File: src/design/bhpq_pkg.sv
`timescale 1ns / 1ps

package bhpq_pkg;

  localparam int unsigned DEPTH_DEF      = 256;
  localparam int unsigned DATA_WIDTH_DEF = 32;
  localparam int unsigned VALUE_W        = 32;
  localparam int unsigned EXT_W          = 64;

  typedef enum logic [1:0] {
    ACT_PUSH = 2'd0,
    ACT_POP  = 2'd1,
    ACT_PEEK = 2'd2
  } action_e;

  typedef enum logic [1:0] {
    ST_OK        = 2'd0,
    ST_POP_EMPTY = 2'd1,
    ST_PUSH_FULL = 2'd2
  } status_e;

  typedef enum logic [2:0] {
    S_IDLE,
    S_UP,
    S_LAST,
    S_DOWN,
    S_PLACE,
    S_DONE
  } state_e;

  // Completion report from the sift engine to the result stage.
  typedef struct packed {
    logic    valid;
    status_e status;
  } done_t;

endpackage

File: src/design/bhpq_engine.sv
`timescale 1ns / 1ps

module bhpq_engine #(
  parameter int unsigned DEPTH      = bhpq_pkg::DEPTH_DEF,
  parameter int unsigned DATA_WIDTH = bhpq_pkg::DATA_WIDTH_DEF,
  localparam int unsigned AW        = (DEPTH > 1) ? $clog2(DEPTH) : 1,
  localparam int unsigned CNT_W     = $clog2(DEPTH + 1),
  localparam int unsigned KW        = CNT_W + 1
) (
  input  logic                  clk_i,
  input  logic                  rst_ni,
  input  logic                  order_min_i,
  input  logic                  start_i,
  input  logic [1:0]            action_i,
  input  logic [DATA_WIDTH-1:0] value_i,
  input  logic                  res_ready_i,
  output logic                  idle_o,
  output bhpq_pkg::done_t       done_o,
  output logic [CNT_W-1:0]      count_o,
  output logic [DATA_WIDTH-1:0] root_o,
  // memory side
  output logic                  mem_we_o,
  output logic [AW-1:0]         mem_waddr_o,
  output logic [DATA_WIDTH-1:0] mem_wdata_o,
  output logic [AW-1:0]         mem_raddr_a_o,
  output logic [AW-1:0]         mem_raddr_b_o,
  input  logic [DATA_WIDTH-1:0] mem_rdata_a_i,
  input  logic [DATA_WIDTH-1:0] mem_rdata_b_i
);

  bhpq_pkg::state_e  state_q, state_d;
  bhpq_pkg::status_e status_q, status_d;
  logic [CNT_W-1:0]      count_q, count_d;
  logic [AW-1:0]         pos_q, pos_d;
  logic [DATA_WIDTH-1:0] val_q, val_d;
  logic [DATA_WIDTH-1:0] root_q, root_d;

  // True when b belongs above a under the current order.
  function automatic logic ranks_above(input logic signed [DATA_WIDTH-1:0] a,
                                       input logic signed [DATA_WIDTH-1:0] b,
                                       input logic                         omin);
    return omin ? (b < a) : (a < b);
  endfunction

  logic                  push_full, pop_empty, heap_empty;
  logic [CNT_W-1:0]      count_m1;
  logic [AW-1:0]         push_parent;
  logic [AW-1:0]         up_pos, up_parent;
  logic                  up_swap;
  logic [KW-1:0]         kid, kid_r, next_kid;
  logic                  has_r, pick_r, down_swap, next_has_kid, last_has_kid;
  logic [DATA_WIDTH-1:0] best_val;
  logic [KW-1:0]         best_idx;
  logic [AW-1:0]         up_m1;

  assign push_full   = (count_q == CNT_W'(DEPTH));
  assign pop_empty   = (count_q == '0);
  assign heap_empty  = (count_q == '0);
  assign count_m1    = count_q - CNT_W'(1);
  assign push_parent = AW'(count_m1 >> 1);

  // Sift-up: the parent of pos arrives on port A.
  assign up_pos    = AW'((pos_q - AW'(1)) >> 1);
  assign up_m1     = up_pos - AW'(1);
  assign up_parent = AW'(up_m1 >> 1);
  assign up_swap   = ranks_above(mem_rdata_a_i, val_q, order_min_i);

  // Sift-down: both children of pos arrive on ports A and B.
  assign kid          = (KW'(pos_q) << 1) + KW'(1);
  assign kid_r        = kid + KW'(1);
  assign has_r        = (kid_r < KW'(count_q));
  assign pick_r       = has_r && ranks_above(mem_rdata_a_i, mem_rdata_b_i, order_min_i);
  assign best_val     = pick_r ? mem_rdata_b_i : mem_rdata_a_i;
  assign best_idx     = pick_r ? kid_r : kid;
  assign down_swap    = ranks_above(val_q, best_val, order_min_i);
  assign next_kid     = (best_idx << 1) + KW'(1);
  assign next_has_kid = (next_kid < KW'(count_q));
  assign last_has_kid = (KW'(1) < KW'(count_q));

  // Next state.
  always_comb begin
    state_d = state_q;
    unique case (state_q)
      bhpq_pkg::S_IDLE: begin
        if (start_i) begin
          case (action_i)
            bhpq_pkg::ACT_PUSH: begin
              state_d = (push_full || heap_empty) ? bhpq_pkg::S_DONE : bhpq_pkg::S_UP;
            end
            bhpq_pkg::ACT_POP: begin
              state_d = pop_empty ? bhpq_pkg::S_DONE : bhpq_pkg::S_LAST;
            end
            default: begin
              state_d = bhpq_pkg::S_DONE;
            end
          endcase
        end
      end
      bhpq_pkg::S_UP: begin
        if (!up_swap) begin
          state_d = bhpq_pkg::S_DONE;
        end else if (up_pos == '0) begin
          state_d = bhpq_pkg::S_PLACE;
        end
      end
      bhpq_pkg::S_LAST: begin
        if (count_q == '0) begin
          state_d = bhpq_pkg::S_DONE;
        end else if (last_has_kid) begin
          state_d = bhpq_pkg::S_DOWN;
        end else begin
          state_d = bhpq_pkg::S_PLACE;
        end
      end
      bhpq_pkg::S_DOWN: begin
        if (!down_swap) begin
          state_d = bhpq_pkg::S_DONE;
        end else if (!next_has_kid) begin
          state_d = bhpq_pkg::S_PLACE;
        end
      end
      bhpq_pkg::S_PLACE: begin
        state_d = bhpq_pkg::S_DONE;
      end
      bhpq_pkg::S_DONE: begin
        if (res_ready_i) begin
          state_d = bhpq_pkg::S_IDLE;
        end
      end
      default: begin
        state_d = bhpq_pkg::S_IDLE;
      end
    endcase
  end

  // Datapath and memory control.
  always_comb begin
    count_d       = count_q;
    pos_d         = pos_q;
    val_d         = val_q;
    status_d      = status_q;
    mem_we_o      = 1'b0;
    mem_waddr_o   = pos_q;
    mem_wdata_o   = val_q;
    mem_raddr_a_o = '0;
    mem_raddr_b_o = '0;
    unique case (state_q)
      bhpq_pkg::S_IDLE: begin
        if (start_i) begin
          status_d = bhpq_pkg::ST_OK;
          case (action_i)
            bhpq_pkg::ACT_PUSH: begin
              if (push_full) begin
                status_d = bhpq_pkg::ST_PUSH_FULL;
              end else begin
                count_d       = count_q + CNT_W'(1);
                val_d         = value_i;
                pos_d         = AW'(count_q);
                mem_raddr_a_o = push_parent;
                if (heap_empty) begin
                  mem_we_o    = 1'b1;
                  mem_waddr_o = '0;
                  mem_wdata_o = value_i;
                end
              end
            end
            bhpq_pkg::ACT_POP: begin
              if (pop_empty) begin
                status_d = bhpq_pkg::ST_POP_EMPTY;
              end else begin
                count_d       = count_m1;
                mem_raddr_a_o = AW'(count_m1);
              end
            end
            default: begin
            end
          endcase
        end
      end
      bhpq_pkg::S_UP: begin
        mem_we_o = 1'b1;
        if (up_swap) begin
          // Move the parent down into the hole and climb.
          mem_wdata_o   = mem_rdata_a_i;
          pos_d         = up_pos;
          mem_raddr_a_o = up_parent;
        end
      end
      bhpq_pkg::S_LAST: begin
        val_d         = mem_rdata_a_i;
        pos_d         = '0;
        mem_raddr_a_o = AW'(1);
        mem_raddr_b_o = AW'(KW'(2));
      end
      bhpq_pkg::S_DOWN: begin
        mem_we_o = 1'b1;
        if (down_swap) begin
          // Lift the better child into the hole and descend.
          mem_wdata_o   = best_val;
          pos_d         = AW'(best_idx);
          mem_raddr_a_o = AW'(next_kid);
          mem_raddr_b_o = AW'(next_kid + KW'(1));
        end
      end
      bhpq_pkg::S_PLACE: begin
        mem_we_o = 1'b1;
      end
      default: begin
      end
    endcase
  end

  // Mirror the root entry so the result needs no extra read.
  assign root_d = (mem_we_o && (mem_waddr_o == '0)) ? mem_wdata_o : root_q;

  always_ff @(posedge clk_i or negedge rst_ni) begin
    if (!rst_ni) begin
      state_q <= bhpq_pkg::S_IDLE;
      count_q <= '0;
    end else begin
      state_q <= state_d;
      count_q <= count_d;
    end
  end

  always_ff @(posedge clk_i) begin
    pos_q    <= pos_d;
    val_q    <= val_d;
    root_q   <= root_d;
    status_q <= status_d;
  end

  assign idle_o        = (state_q == bhpq_pkg::S_IDLE);
  assign done_o.valid  = (state_q == bhpq_pkg::S_DONE);
  assign done_o.status = status_q;
  assign count_o       = count_q;
  assign root_o        = root_q;

endmodule

File: config.mk
export PLATFORM = sky130hd
export DESIGN_NAME = bhpq_engine
export DESIGN_NICKNAME = d
export VERILOG_FILES = /design/src/design/bhpq_pkg.sv /design/src/design/bhpq_engine.sv
export SDC_FILE = /design/constraint.sdc
export NUM_CORES = 1
export LEC_CHECK = 0
export BUFFER_PORTS_ARGS = -buffer_cell sky130_fd_sc_hd__buf_2
export CORE_MARGIN = 2
export CORE_UTILIZATION = 50
export CTS_CLUSTER_DIAMETER = 200
export DETAILED_ROUTE_END_ITERATION = 10
export PLACE_DENSITY = 0.75
export SYNTH_ARGS = -nofsm -noshare
export SYNTH_HDL_FRONTEND = slang
export SYNTH_SLANG_ARGS = --single-unit
File: constraint.sdc
create_clock -name clk_i -period 10.5 [get_ports clk_i]
set_input_delay 1.575 -clock clk_i [delete_from_list [all_inputs] [get_ports clk_i]]
set_output_delay 1.575 -clock clk_i [all_outputs]
set_load 0.05 [all_outputs]
After elaboration in Yosys (flattened, before gate mapping). Index checks and enable logic that the tools add are counted. Widths: inputs -> output; s select.

Flip-flop bits (word level): 86. Latch bits: 0. Memory bits (writable): 0. Memory bits (read-only): 0. Input bits: 103. Memories kept: 0.

Add/subtract/negate cells: 8. Multiply operators: 0. Div/mod/pow operators: 0. Order comparisons: 9. Equality and inequality tests: 17. Shift-type cells: 0. Muxes and demuxes: 59. Bitwise operators: 0. Reduce and logical (&&, ||, !) cells: 17.

Operators with widths (count): $mux 32 (10); $lt 32x32->1 (6); $mux 8 (15); $pmux 32 s3 (1); $pmux 32 s2 (1); $pmux 8 s4 (2); $pmux 8 s2 (2); $mux 3 (10); $mux 9 (3); $add 10x1->10 const B (2); $lt 10x9->1 (2); $pmux 3 s6 (1); $pmux 9 s2 (1); $logic_not 8->1 (2); $ne 2x2->1 const B (7); $add 9x1->10 const B (1); $add 9x1->9 const B (1); $eq 9x9->1 const B (1); $logic_not 9->1 (1); $lt 1x9->1 const A (1); $sub 9x1->9 const B (1); $add 8x1->8 const B (1); $mux 1 (8); $reduce_and 4->1 (2); 23 further kinds (28).

Depth between registers and ports, before layout.
Depth in word-level cells: 10. Depth in mapped cells: 26. Depth with buffers taken out: 23.

Least setup slack after synthesis. OpenSTA, ideal clock, no wires.

Path kind: in2out. Start point: input mem_rdata_b_i[23]. End point: output mem_raddr_a_o[1]. Arrival: 6.874 ns. Data required time: 8.925 ns. Slack: 2.051 ns. Stages on the path: 22. Path through: inv_1 -> ha_1 -> a21oi_1 -> o21ai_0 -> a221oi_1 -> o2111ai_1 -> o21ai_4 -> mux2i_4 -> inv_6 -> buf_6 -> mux2i_2 -> ha_1 -> a21o_1 -> a21o_1 -> a21oi_1 -> o211ai_1 -> a2111oi_1 -> o21a_1 -> o21ai_1 -> clkbuf_1 -> clkbuf_1 -> o21ai_0.

Word-level cells in the longest chain between the ends: 8. Elaborated cells on any way between the ends: 12.

RTL lines: start, declared (line bhpq_engine.sv:28) `input logic [DATA_WIDTH-1:0] mem_rdata_b_i`; $lt 32x32->1 (line bhpq_engine.sv:42) `return omin ? (b < a) : (a < b);`; $mux 1 (line bhpq_engine.sv:42); $logic_and 1x1->1 (line bhpq_engine.sv:72) `assign pick_r = has_r && ranks_above(mem_rdata_a_i, mem_rdata_b_i, order_min_i);`; $mux 32 (line bhpq_engine.sv:73) `assign best_val = pick_r ? mem_rdata_b_i : mem_rdata_a_i;`; $lt 32x32->1 (line bhpq_engine.sv:42); $mux 1 (line bhpq_engine.sv:42); $mux 8 * (line bhpq_engine.sv:197) `if (down_swap) begin`; $pmux 8 s4 * (line bhpq_engine.sv:147) `unique case (state_q)`; end, declared (line bhpq_engine.sv:25) `output logic [AW-1:0] mem_raddr_a_o,`.

Every way passes the cells marked *; elsewhere a longest branch is shown, timed or not.

Worst setup path in the final report.
Start point: input mem_rdata_a_i[21]. End point: output mem_wdata_o[6].

Word-level cells in the longest chain between the ends: 8. Elaborated cells on any way between the ends: 14.

RTL lines: start, declared (line bhpq_engine.sv:27) `input logic [DATA_WIDTH-1:0] mem_rdata_a_i,`; $lt 32x32->1 (line bhpq_engine.sv:42); $mux 1 (line bhpq_engine.sv:42); $logic_and 1x1->1 (line bhpq_engine.sv:72); $mux 32 (line bhpq_engine.sv:73); $lt 32x32->1 (line bhpq_engine.sv:42); $mux 1 (line bhpq_engine.sv:42); $mux 32 (line bhpq_engine.sv:197); $pmux 32 s3 * (line bhpq_engine.sv:147); end, declared (line bhpq_engine.sv:24) `output logic [DATA_WIDTH-1:0] mem_wdata_o,`.

Marks and branches as above.

==> results.py <==
metrics = {
    "timing": {
        "tightestPinTransition_ns": 1.089,
        "finalCritPeriodShare_pct": 90.31,
        "fmax_mhz": 105.5,
        "setup_tns_ns": 0,
        "finalSetupViolations": 0,
        "relSlewSlack_pct": 27.03,
        "rsz0062_at_grt": "false",
        "hold-worst-slack_ns": 0.6262,
        "fin_skew_ns": 0.01251,
        "period_minus_slack_ns": 9.483,
        "hold_violations": 0,
        "drv_slew": 0,
    },
    "die": {
        "start_util_pct": 50.70,
        "fp-row-count": 48,
        "fp.dieH_um": 135.7,
        "core_um2": 17120,
        "boundaryPins": 205,
        "die_w_um": 135.7,
        "dieArea_um2": 18430,
    },
    "global_routing": {
        "grt_usage_pct": 27.55,
        "grt_start_max_net_pins": 38,
        "grt_pass1_vias": 7640,
        "grt_overflow": 0,
        "grt_pass1_wl_um": 39800,
        "antenna_found_initial": 2,
    },
    "place": {
        "place.gp.congestion": 0.9517,
        "place.port_buffers": 203,
        "place_hpwl_um": 20050,
    },
    "clocking": {
        "cts_buffers": 9,
        "insertion_delay_ns": 0.35,
        "cts_tree": "done",
        "postCtsHoldBufs": 0,
        "post_cts_buffers": 0,
        "cts_buffer_depth": 2,
        "cts-root-buf": "clkbuf_16",
        "cts_resized": 0,
        "ctsHtreeMaxLevel": 3,
        "cts_sinks": 86,
        "clk_pin_slew_ns": 0.06,
    },
    "logic_synthesis": {
        "seq_area_frac_synth_pct": 29.07,
        "synth_top_flop_cell": "edfxtp_1",
        "synthArstFlopShare_pct": 13.95,
        "synth_seq_cells": 86,
        "synth_top_area_cell": "edfxtp_1",
        "ys_warn_count": 0,
        "synth_top_area_share_pct": 25.61,
        "synth_cells": 917,
        "syn-num-nets": 1139,
        "synth_edf_count": 74,
        "netlist_area_um2": 8678,
        "synth.distinct_cells": 74,
        "syn_area_per_cell_um2": 9.464,
        "synth_area_leaders": "edfxtp_1 (26%), ha_1 (17%), mux2_2 (4.4%)",
    },
    "run_status": {
        "status": "completed",
    },
    "worst_setup_path": {
        "worstPathCellList": "buf_2, ha_1, a21oi_1, o21ai_0, a221oi_1, o2111ai_1, o21ai_4, mux2i_4, inv_6, mux2i_2, ha_1, a21oi_1, o21ai_0, a21oi_1, o211ai_1, a2111oi_1, nor3_1, or3b_2, a31oi_4, buf_4, a221o_1, buf_2",
        "cp_common_cell": "a21oi_1",
        "path_delay_family": "compound AO/OA/AOI/OAI gates",
        "worstSetupPathType": "in -> out",
        "max_stage_delay_ns": 0.55,
        "path_buf_inv": 4,
        "crit_path_max_fanout": 37,
        "slowest_stage": "or3b_2",
        "arrival_ns": 7.91,
        "crit_path_start_kind": "input pin",
        "end_kind": "primary output",
        "cp_data_required_time_ns": 8.93,
    },
    "routing": {
        "dr.first_iter.drc_count": 639,
        "route.detailed.drc": 0,
        "totalWireLength_um": 25890,
        "dr.pass1.iters": 5,
        "vias": 8067,
        "vias_per_cell": 6.093,
        "wl_per_cell_um": 19.55,
        "ant_nets": 0,
    },
    "power": {
        "p_int_uw": 1111,
        "p_comb_share_pct": 63.0,
        "vdd.ir_drop.worst_mv": 0.1486,
        "powerDensity_nw_per_um2": 229.1,
        "p_leak_uw": 0.004493,
        "clkPwrFrac_pct": 13.2,
        "seq_power_share_pct": 23.7,
        "p_sw_uw": 1212,
        "p_sw_share_pct": 52.16,
    },
    "finish": {
        "nFillCells": 1536,
        "drive_gt1_share_pct": 27.96,
        "area_growth_pct": 16.85,
        "nNetsFinal": 1315,
    },
    "hold_path": {
        "hp-class": "reg -> reg",
    },
    "flow_run": {
        "drv_cap": 0,
    },
}
[power groups by stage]
stage | combinational, uW | sequential [uW] | clock (uW)
floorplan | 1110 | 548 | 0
global placement | 1420 | 553 | 0
detailed placement | 1440 | 553 | 0
CTS | 1450 | 545 | 312
global route | 1580 | 557 | 323
finish | 1460 | 551 | 308
[layer usage]
metal | track usage (%) | vias to the layer above | share of wire [%]
li1 | - | 3799 | -
met1 | 37.48 | 3855 | 43
met2 | 44.61 | 364 | 47
met3 | 4.751 | 47 | 7.8
met4 | 8.854 | 2 | 2.3
met5 | 0 | - | 0.062
[cell families (layout without fill, tap and decap cells)]
group	Yosys count	count (layout)	share of synthesized area (%)
other	1	2	0.04321
XOR/XNOR	37	37	3.734
adder cells (fa/ha/maj)	119	119	17.16
buffers and inverters	139	320	6.459
multiplexers	78	78	10.76
AO/OA/AOI/OAI	233	233	19.78
flip-flops	86	86	29.07
AND/OR/NAND/NOR	224	224	13.00
[sequential cells by signal, summed over array words and instances (netlist names)]
signal    flops
root_o       32
val_q        32
status_q      2
state_q       3
count_o       9
pos_q         8
[worst register-to-register path: cells and delay by family, from the launching register on]
| kind | cells | cell delay (ns) |
|---|---|---|
| compound gates | 9 | 1.99 |
| simple gates | 6 | 1.76 |
| fa+ha+maj | 3 | 0.91 |
| mux | 2 | 0.74 |
| buf+inv | 2 | 0.69 |
| flops | 1 | 0.58 |
| xor+xnor | 1 | 0.20 |
[through the flow]
step / utilization (%) / setup slack [ns] / area, um2 / power, uW / std cells
finish: 59.25 / 1.017 / 10140 / 2323 / 1324
detailed placement: 57.62 / 1.124 / 9863 / 1998 / 1307
global placement: 57.62 / 1.286 / 9863 / 1977 / 1307
global route: 59.25 / 0.6102 / 10140 / 2456 / 1324
floorplan: - / 2.051 / 8678 / 1655 / 917
CTS: 59.23 / 1.107 / 10140 / 2310 / 1323
[Yosys cell counts (all sizes together), types with 13 or more instances]
master   count
a221o       32
o21ai       36
inv         93
clkbuf      33
nor2        44
nor2b       15
ha         119
mux2i       44
nand2       62
nand4       22
nor3        20
buf         13
mux2        34
edfxtp      74
xnor2       29
a21oi       50
o2bb2ai     32
nand3       19
[cell type report]
type / count / area, um2 / area share, %
well taps: 225 / 281.5 / 2.776
diodes: 1 / 2.502 / 0.02468
clock inverters: 7 / 50.05 / 0.4935
multi-input cells: 692 / 5629 / 55.51
inverters: 93 / 354.1 / 3.492
repair buffers: 211 / 1076 / 10.61
flip-flops and latches: 86 / 2522 / 24.87
clock buffers: 9 / 225.2 / 2.221
[layout by cell type (no fill, tap or decap), types with 6 or more instances in the layout]
cell type | Yosys | layout
a211oi_1 | 6 | 6
a21o_1 | 7 | 7
a21oi_1 | 50 | 50
a221o_1 | 32 | 32
a22o_1 | 7 | 7
buf_2 | 5 | 203
buf_4 | 1 | 8
clkbuf_16 | 0 | 9
dfrtp_1 | 12 | 12
edfxtp_1 | 74 | 74
ha_1 | 119 | 119
inv_1 | 92 | 92
mux2_2 | 34 | 34
mux2i_1 | 17 | 17
mux2i_2 | 26 | 26
nand2_1 | 62 | 62
nand3_1 | 19 | 19
nand4_1 | 21 | 21
nor2_1 | 44 | 44
nor2b_1 | 15 | 15
nor3_1 | 20 | 19
nor4_1 | 9 | 8
o211ai_1 | 6 | 6
o21a_1 | 11 | 10
o21ai_0 | 34 | 34
o22ai_1 | 8 | 8
o2bb2ai_1 | 32 | 32
xnor2_1 | 29 | 29
xor2_1 | 8 | 8
[final timing paths]
kind                                    from        endpoint  slack [ns]  depth (start not counted)
max in group asynchronous             rst_ni      count_o[8]        9.18                          1
max reg2reg                         pos_q[1]       root_o[6]        3.49                         23
min in group asynchronous             rst_ni      state_q[0]        1.10                          1
max                        mem_rdata_a_i[21]  mem_wdata_o[6]        1.02                         22
min reg2reg                       count_o[8]      count_o[8]        0.63                          1
min                               count_o[8]      count_o[8]        0.63                          1
Power figures use the tool's default switching activity.
